$ cat src/rtl/mft_pkg.sv
// shared types and constants for the manchester frame transmitter
package mft_pkg;

    // request codes carried in tuser
    typedef enum logic [2:0] {
        REQ_LOAD  = 3'd0,
        REQ_START = 3'd1,
        REQ_MID   = 3'd2,
        REQ_END   = 3'd3,
        REQ_BLOCK = 3'd4,
        REQ_ALLOW = 3'd5,
        REQ_RETX  = 3'd6
    } req_t;

    localparam logic [7:0] PREAMBLE_RESET = 8'h55;
    localparam logic [2:0] TOP_BIT        = 3'd7;

    // classified request handed from front to back
    typedef struct packed {
        req_t       req;
        logic       idx_ok;
        logic [7:0] payload_index;
        logic [7:0] payload_byte;
        logic [7:0] frame_length;
        logic       receiver_idle;
    } cmd_t;

    // one result item
    typedef struct packed {
        logic send_enabled;
        logic resend_pending;
        logic sending;
        logic accepted;
        logic line_level;
    } result_t;

endpackage

$ cat src/rtl/manchester_frame_transmitter_top.sv
// top level of the manchester frame transmitter
//
//  channel   dir  handshake          payload
//  s_        in   s_tvalid/s_tready  tuser: req_type; tdata: index, byte, length, rx idle
//  m_        out  m_tvalid/m_tready  tdata: line, accepted, sending, pending, enabled
//  cfg_      in   cfg_wr_en          cfg_wr_data: preamble byte
//
// one request per cycle sustained while m_tready is high; each result passes through
// the queue stage, then execution into the result register
// every request does at most one payload store read, prefetched at the next byte position
// aresetn is synchronous; it empties the queue and returns the line to idle high
// a stalled result register holds the back end; the queue then fills and drops s_tready
module manchester_frame_transmitter_top import mft_pkg::*; #(
    parameter int MAX_PAYLOAD = 255,
    parameter int QUEUE_DEPTH = 4
) (
    input  logic        aclk,
    input  logic        aresetn,
    input  logic        cfg_wr_en,
    input  logic [7:0]  cfg_wr_data,
    input  logic        s_tvalid,
    output logic        s_tready,
    // [7:0] payload_index, [15:8] payload_byte, [23:16] frame_length, [24] receiver_idle
    input  logic [31:0] s_tdata,
    // [2:0] req_type
    input  logic [2:0]  s_tuser,
    output logic        m_tvalid,
    input  logic        m_tready,
    // [0] line_level, [1] accepted, [2] sending, [3] resend_pending, [4] send_enabled
    output logic [7:0]  m_tdata
);

    logic q_valid, q_pop;
    cmd_t q_cmd;

    mft_front #(
        .MAX_PAYLOAD (MAX_PAYLOAD),
        .QUEUE_DEPTH (QUEUE_DEPTH)
    ) u_front (
        .aclk     (aclk),
        .aresetn  (aresetn),
        .s_tvalid (s_tvalid),
        .s_tready (s_tready),
        .s_tdata  (s_tdata),
        .s_tuser  (s_tuser),
        .q_valid  (q_valid),
        .q_cmd    (q_cmd),
        .q_pop    (q_pop)
    );

    mft_back #(
        .MAX_PAYLOAD (MAX_PAYLOAD)
    ) u_back (
        .aclk        (aclk),
        .aresetn     (aresetn),
        .cfg_wr_en   (cfg_wr_en),
        .cfg_wr_data (cfg_wr_data),
        .q_valid     (q_valid),
        .q_cmd       (q_cmd),
        .q_pop       (q_pop),
        .m_tvalid    (m_tvalid),
        .m_tready    (m_tready),
        .m_tdata     (m_tdata)
    );

endmodule

$ cat src/rtl/mft_front.sv
// front end: accepts requests, classifies them and queues them for the back end
module mft_front import mft_pkg::*; #(
    parameter int MAX_PAYLOAD = 255,
    parameter int QUEUE_DEPTH = 4
) (
    input  logic        aclk,
    input  logic        aresetn,
    input  logic        s_tvalid,
    output logic        s_tready,
    input  logic [31:0] s_tdata,
    input  logic [2:0]  s_tuser,
    output logic        q_valid,
    output cmd_t        q_cmd,
    input  logic        q_pop
);

    localparam int PW = (QUEUE_DEPTH > 1) ? $clog2(QUEUE_DEPTH) : 1;
    localparam int CW = $clog2(QUEUE_DEPTH + 1);

    cmd_t            entry_reg [QUEUE_DEPTH];
    logic [PW-1:0]   wr_ptr_reg, wr_ptr_next;
    logic [PW-1:0]   rd_ptr_reg, rd_ptr_next;
    logic [CW-1:0]   count_reg, count_next;
    cmd_t            cmd_in;
    logic            push;

    // classify the incoming transfer
    always_comb begin
        cmd_in.req           = req_t'(s_tuser);
        cmd_in.payload_index = s_tdata[7:0];
        cmd_in.payload_byte  = s_tdata[15:8];
        cmd_in.frame_length  = s_tdata[23:16];
        cmd_in.receiver_idle = s_tdata[24];
        cmd_in.idx_ok        = ({1'b0, s_tdata[7:0]} < 9'(MAX_PAYLOAD));
    end

    assign s_tready = (count_reg != CW'(QUEUE_DEPTH));
    assign push     = s_tvalid && s_tready;
    assign q_valid  = (count_reg != '0);
    assign q_cmd    = entry_reg[rd_ptr_reg];

    // pointer and fill count update
    always_comb begin
        wr_ptr_next = wr_ptr_reg;
        rd_ptr_next = rd_ptr_reg;
        count_next  = count_reg;
        if (push) begin
            wr_ptr_next = (wr_ptr_reg == PW'(QUEUE_DEPTH - 1)) ? '0 : wr_ptr_reg + 1'b1;
        end
        if (q_pop) begin
            rd_ptr_next = (rd_ptr_reg == PW'(QUEUE_DEPTH - 1)) ? '0 : rd_ptr_reg + 1'b1;
        end
        if (push && !q_pop) begin
            count_next = count_reg + 1'b1;
        end else if (!push && q_pop) begin
            count_next = count_reg - 1'b1;
        end
    end

    always_ff @(posedge aclk) begin
        if (!aresetn) begin
            wr_ptr_reg <= '0;
            rd_ptr_reg <= '0;
            count_reg  <= '0;
        end else begin
            wr_ptr_reg <= wr_ptr_next;
            rd_ptr_reg <= rd_ptr_next;
            count_reg  <= count_next;
        end
    end

    // queue storage
    always_ff @(posedge aclk) begin
        if (push) begin
            entry_reg[wr_ptr_reg] <= cmd_in;
        end
    end

endmodule

$ cat src/rtl/mft_back.sv
// back end: frame state, payload store, manchester line and result register
module mft_back import mft_pkg::*; #(
    parameter int MAX_PAYLOAD = 255
) (
    input  logic       aclk,
    input  logic       aresetn,
    input  logic       cfg_wr_en,
    input  logic [7:0] cfg_wr_data,
    input  logic       q_valid,
    input  cmd_t       q_cmd,
    output logic       q_pop,
    output logic       m_tvalid,
    input  logic       m_tready,
    output logic [7:0] m_tdata
);

    localparam int AW = (MAX_PAYLOAD > 1) ? $clog2(MAX_PAYLOAD) : 1;

    logic [7:0]    mem [MAX_PAYLOAD];
    logic [7:0]    rd_data_reg;

    logic [7:0]    preamble_reg;
    logic [7:0]    frame_pre_reg, frame_pre_next;
    logic [7:0]    len_reg, len_next;
    logic [12:0]   ev_reg, ev_next;
    logic [8:0]    pos_reg, pos_next;
    logic [2:0]    bit_reg, bit_next;
    logic          en_reg, en_next;
    logic          pend_reg, pend_next;
    logic          line_reg, line_next;
    logic          m_valid_reg;
    result_t       m_data_reg;

    logic          fire, acc, mem_we, tx_bit;
    logic [7:0]    cur_byte;
    logic [8:0]    rd_pos;
    logic          rd_ok_now, rd_ok_next;
    logic [7:0]    arm_len;
    logic          arm;
    result_t       res;

    assign fire  = q_valid && (!m_valid_reg || m_tready);
    assign q_pop = fire;

    // byte under the bit pointer
    assign rd_ok_now = (pos_reg >= 9'd2) && ({1'b0, pos_reg} < 10'(MAX_PAYLOAD + 2));
    always_comb begin
        if (pos_reg == 9'd0) begin
            cur_byte = frame_pre_reg;
        end else if (pos_reg == 9'd1) begin
            cur_byte = len_reg;
        end else if (rd_ok_now) begin
            cur_byte = rd_data_reg;
        end else begin
            cur_byte = 8'h00;
        end
    end
    assign tx_bit = cur_byte[bit_reg];

    // request execution
    always_comb begin
        frame_pre_next = frame_pre_reg;
        len_next       = len_reg;
        ev_next        = ev_reg;
        pos_next       = pos_reg;
        bit_next       = bit_reg;
        en_next        = en_reg;
        pend_next      = pend_reg;
        line_next      = line_reg;
        acc            = 1'b0;
        mem_we         = 1'b0;
        arm            = 1'b0;
        arm_len        = len_reg;
        if (fire) begin
            unique case (q_cmd.req) inside
                REQ_LOAD: begin
                    if (ev_reg == '0 && q_cmd.idx_ok) begin
                        mem_we = 1'b1;
                        acc    = 1'b1;
                    end
                end
                REQ_START: begin
                    if (ev_reg == '0 && en_reg && q_cmd.receiver_idle) begin
                        frame_pre_next = preamble_reg;
                        len_next       = q_cmd.frame_length;
                        arm_len        = q_cmd.frame_length;
                        arm            = 1'b1;
                        acc            = 1'b1;
                    end
                end
                REQ_MID, REQ_END: begin
                    if (ev_reg > 13'd1) begin
                        if (q_cmd.req == REQ_MID) begin
                            line_next = ~tx_bit;
                        end else begin
                            line_next = tx_bit;
                            if (bit_reg == '0) begin
                                bit_next = TOP_BIT;
                                pos_next = pos_reg + 1'b1;
                            end else begin
                                bit_next = bit_reg - 1'b1;
                            end
                        end
                        ev_next = ev_reg - 1'b1;
                    end else if (ev_reg == 13'd1) begin
                        line_next = 1'b1;
                        ev_next   = '0;
                    end
                end
                REQ_BLOCK: begin
                    if (ev_reg != '0) begin
                        pend_next = 1'b1;
                    end
                    en_next   = 1'b0;
                    ev_next   = '0;
                    line_next = 1'b1;
                end
                REQ_ALLOW: begin
                    en_next = 1'b1;
                end
                REQ_RETX: begin
                    if (pend_reg) begin
                        arm       = 1'b1;
                        pend_next = 1'b0;
                        acc       = 1'b1;
                    end
                end
                default: begin
                end
            endcase
        end
        // arm: (length + 2) * 16 + 1 half-bit events
        if (arm) begin
            pos_next = '0;
            bit_next = TOP_BIT;
            ev_next  = {{1'b0, arm_len} + 9'd2, 4'b0001};
        end
    end

    always_comb begin
        res.line_level     = line_next;
        res.accepted       = acc;
        res.sending        = (ev_next != '0);
        res.resend_pending = pend_next;
        res.send_enabled   = en_next;
    end

    // control state
    always_ff @(posedge aclk) begin
        if (!aresetn) begin
            preamble_reg  <= PREAMBLE_RESET;
            frame_pre_reg <= PREAMBLE_RESET;
            len_reg       <= '0;
            ev_reg        <= '0;
            pos_reg       <= '0;
            bit_reg       <= TOP_BIT;
            en_reg        <= 1'b1;
            pend_reg      <= 1'b0;
            line_reg      <= 1'b1;
            m_valid_reg   <= 1'b0;
        end else begin
            if (cfg_wr_en) begin
                preamble_reg <= cfg_wr_data;
            end
            frame_pre_reg <= frame_pre_next;
            len_reg       <= len_next;
            ev_reg        <= ev_next;
            pos_reg       <= pos_next;
            bit_reg       <= bit_next;
            en_reg        <= en_next;
            pend_reg      <= pend_next;
            line_reg      <= line_next;
            if (fire) begin
                m_valid_reg <= 1'b1;
            end else if (m_tready) begin
                m_valid_reg <= 1'b0;
            end
        end
    end

    // result register
    always_ff @(posedge aclk) begin
        if (fire) begin
            m_data_reg <= res;
        end
    end

    // payload store, read ahead at the next byte position
    assign rd_pos     = pos_next - 9'd2;
    assign rd_ok_next = (pos_next >= 9'd2) && ({1'b0, pos_next} < 10'(MAX_PAYLOAD + 2));

    always_ff @(posedge aclk) begin
        if (mem_we) begin
            mem[q_cmd.payload_index[AW-1:0]] <= q_cmd.payload_byte;
        end
        if (rd_ok_next) begin
            rd_data_reg <= mem[rd_pos[AW-1:0]];
        end
    end

    assign m_tvalid = m_valid_reg;
    assign m_tdata  = {3'b000, m_data_reg};

endmodule

$ cat config.mk
export PLATFORM = sky130hd
export DESIGN_NAME = manchester_frame_transmitter_top
export DESIGN_NICKNAME = d
export VERILOG_FILES = /design/src/rtl/mft_pkg.sv /design/src/rtl/manchester_frame_transmitter_top.sv /design/src/rtl/mft_front.sv /design/src/rtl/mft_back.sv
export SDC_FILE = /design/constraint.sdc
export NUM_CORES = 2
export LEC_CHECK = 0
export CELL_PAD_IN_SITES_DETAIL_PLACEMENT = 0
export CELL_PAD_IN_SITES_GLOBAL_PLACEMENT = 1
export CORE_MARGIN = 2
export CORE_UTILIZATION = 30
export CTS_CLUSTER_DIAMETER = 50
export DETAILED_ROUTE_END_ITERATION = 6
export DONT_BUFFER_PORTS = 1
export HOLD_SLACK_MARGIN = 0.02
export MAX_ROUTING_LAYER = met4
export PLACE_DENSITY_LB_ADDON = 0.1
export SLEW_MARGIN = 20
export SYNTH_ARGS = -nofsm -noshare
export SYNTH_HDL_FRONTEND = slang
export SYNTH_HIERARCHICAL = 1
export SYNTH_SLANG_ARGS = --single-unit
$ cat constraint.sdc
create_clock -name aclk -period 5.05 [get_ports aclk]
set_input_delay 0.2525 -clock aclk [delete_from_list [all_inputs] [get_ports aclk]]
set_output_delay 0.2525 -clock aclk [all_outputs]
set_load 0.02 [all_outputs]
==> out/metrics.yaml <==
path_clk_slew_ns: 0.06
clock_sinks: 2231
wl_per_cell_um: 26.8
cp_slowest_stage_delay_ns: 0.54
slew-limit-headroom: 0.153
post_dp_cell_area_um2: 99100
yosysUniqueCellTypes: 79
grt-ovfl-total: 0
cts_buffers: 318
gp_congestion: 0.809
end_kind: "register"
status: "completed"
drc: 0
crit_fanout: 37
hold_class: "primary input to register"
fp.dieH_um: 551
final_cell_mix: "edfxtp_1 (2169), nand2_1 (1324), buf_4 (617)"
ys_seq_area_frac: 0.740
rr_worst_depth: 19
crit_type: "register to register"
avgSynthCellArea_um2: 14.3
drt-total-wl_mm: 300
rrSetupSlack_ns: 0.07
start_kind: "register"
hp-start: "s_tdata[12]"
layout.nets: 7039
hold_end: "u_front/entry_reg[2][13]"
die_x_um: 551
layout_min_cycle_time_ns: 4.98
final_common_cell: "edfxtp_1"
clk_path_buf_depth: 4
avgViaCountPerCell: 5.06
initial_utilization: 0.302
cp_cell_sequence: "mux4_2 -> and2b_2 -> nand3_4 -> nor3_4 -> xor2_1 -> nand2_1 -> ha_2 -> buf_4 -> o311a_1 -> a211o_4 -> buf_12 -> buf_4 -> or2_4 -> buf_12 -> a221oi_1 -> nor3_1 -> a21oi_1 -> a41o_1 -> and4_1"
grt_pass1_vias: 55700
drv_slew: 0
dr.pass1.iters: 5
synth-seq-cells: 2231
grt.total_usage: 0.199
period_share: 0.986
worstPathArrival_ns: 5.75
setup_violations: 0
antenna_found_initial: 23
syn_to_final_growth_pct: 24.3
port_buffers: 0
cap_violations: 0
insertion_delay_ns: 0.90
finalHoldViolCount: 0
die_area_um2: 303000
grt_pass1_wl_mm: 425
skew_ns: 0.0668
synthFlopType: "edfxtp_1"
fin_area_um2: 111000
netlist_area_um2: 89700
cp.required_ns: 5.82
largest_reg_flops: 2040
async_flop_share: 0
fin_setup_tns_ns: 0
whs_path_depth: 1
ioPinCount: 58
utilization: 0.375
place_hpwl_mm: 184
core_area_um2: 297000
synth_enable_flop_cells: 2169
worst_pin_slew_ns: 1.27
layout-drive-gt1-share: 0.194
grt_max_degree: 165
ant_nets: 0
cts_root_buffer: "clkbuf_16"
num_vias: 56500
critical-path-slowest-cell: "a21oi_1"
pwr_density_cell_nw_per_um2: 484
p_leak_nw: 39.2
std_cell_rows: 200
cts_tree: "yes"
r2r_end: "u_back/rd_data_reg[3]"
fmax_ghz: 0.201
first_iter_violations: 4280
vdd_ir_drop_max_uv: 409
htreeDepth: 5
yosysWarnings: 6
synthCells: 6290
==> stage by stage <==
step / power, W / cells / worst slack [ns] / hold WS, ns
after CTS: 0.0547 / 11100 / -0.00390 / 0.0209
after global placement: 0.0317 / 10500 / -0.753 / 0.328
after floorplan: 0.0274 / 6292 / 0.00322 / 0.351
after detailed placement: 0.0317 / 10500 / -0.588 / 0.332
final: 0.0540 / 11200 / 0.0715 / 0.0956
after global routing: 0.0559 / 11200 / -0.0222 / 0.0574
==> synth_stat cells (8+ instances only) <==
master / count / area (um2)
a32oi_1: 257 / 2250
dfxtp_1: 62 / 1240
mux4_2: 55 / 1240
o211ai_1: 18 / 135
nand4_1: 27 / 169
xnor2_1: 11 / 96.3
a31oi_1: 18 / 113
mux2i_1: 281 / 2810
edfxtp_1: 2169 / 65100
o21ai_0: 57 / 285
nor2_1: 338 / 1270
a221o_1: 14 / 140
buf_1: 26 / 97.6
xor2_1: 8 / 70.1
buf_2: 161 / 806
a22o_1: 11 / 96.3
nor4_1: 25 / 156
a22oi_1: 75 / 563
nor2b_1: 14 / 87.6
a221oi_1: 64 / 561
nand3_1: 214 / 1070
buf_4: 49 / 368
a21oi_1: 394 / 1970
a32o_1: 29 / 290
a2bb2oi_1: 8 / 70.1
ha_1: 17 / 213
nor3_1: 57 / 285
a311oi_1: 54 / 473
or3_1: 12 / 75.1
and2_1: 16 / 100
nand4b_1: 8 / 70.1
inv_1: 19 / 71.3
and3_1: 63 / 394
nand2_1: 1334 / 5010
buf_6: 10 / 113
clkbuf_1: 186 / 698
and4_1: 9 / 78.8
o311ai_0: 8 / 70.1
==> worst max-delay path: cells and delay by family (launching register included) <==
family                   cells  cell delay [ns]
AO/OA/AOI/OAI                5             1.52
XOR/XNOR                     1             0.21
adder cells (fa/ha/maj)      1             0.20
buffers and inverters        4             0.65
flip-flops                   1             0.37
multiplexers                 1             0.52
AND/OR/NAND/NOR              7             1.32
==> cell families after synthesis <==
group,count (synthesis),share of synthesized area
DFF,2231,0.740
and+or+nand+nor,2169,0.103
AOI/OAI and AO/OA,1065,0.0835
buffers and inverters,451,0.0240
muxes,336,0.0452
xor gates and xnor gates,19,0.00186
adders and majority gates,18,0.00260
other,1,0.0000418
==> worst max-delay path by stage <==
stage | startpoint | end | slack, ns | cells past startpoint
after floorplan | register | u_back/rd_data_reg[4] | 0.003 | 25
after global placement | register | u_back/rd_data_reg[0] | -0.75 | 18
after detailed placement | register | u_back/rd_data_reg[5] | -0.59 | 19
after CTS | register | u_back/rd_data_reg[7] | -0.004 | 21
after global routing | register | u_back/rd_data_reg[7] | -0.02 | 20
final | register | u_back/rd_data_reg[3] | 0.07 | 19
==> where the power goes <==
part	total (W)	switching, W	internal, W
registers	0.0235	0.000142	0.0234
logic	0.00774	0.00621	0.00153
clock network	0.0227	0.00874	0.0139
total	0.0540	0.0151	0.0389
==> final cells by class <==
cell class | count | area, um2
antenna | 13 | 32.5
clock buffer | 370 | 8370
clock inverter | 210 | 2430
fill | 28000 | 186000
inverter | 19 | 76.3
multi-input combinational | 3610 | 21800
sequential | 2231 | 66400
tap | 3939 | 4930
timing repair buffer | 793 | 7470
==> what timing repair did <==
action,CTS,global route
setup buffers,3,19
setup endpoints to repair,8,8
cloned,1,4
hold buffers,65,0
resized for setup,45,47
hold endpoints to repair,175,0
pin swaps,15,22
==> metal layers <==
| metal | wire (um) | GRT usage |
|---|---|---|
| met1 | 138000 | 0.272 |
| met2 | 142000 | 0.316 |
| met3 | 13300 | 0.0269 |
| met4 | 6240 | 0.0434 |
| met5 | 0 | - |
No activity file was read; power rests on OpenSTA's default activity.
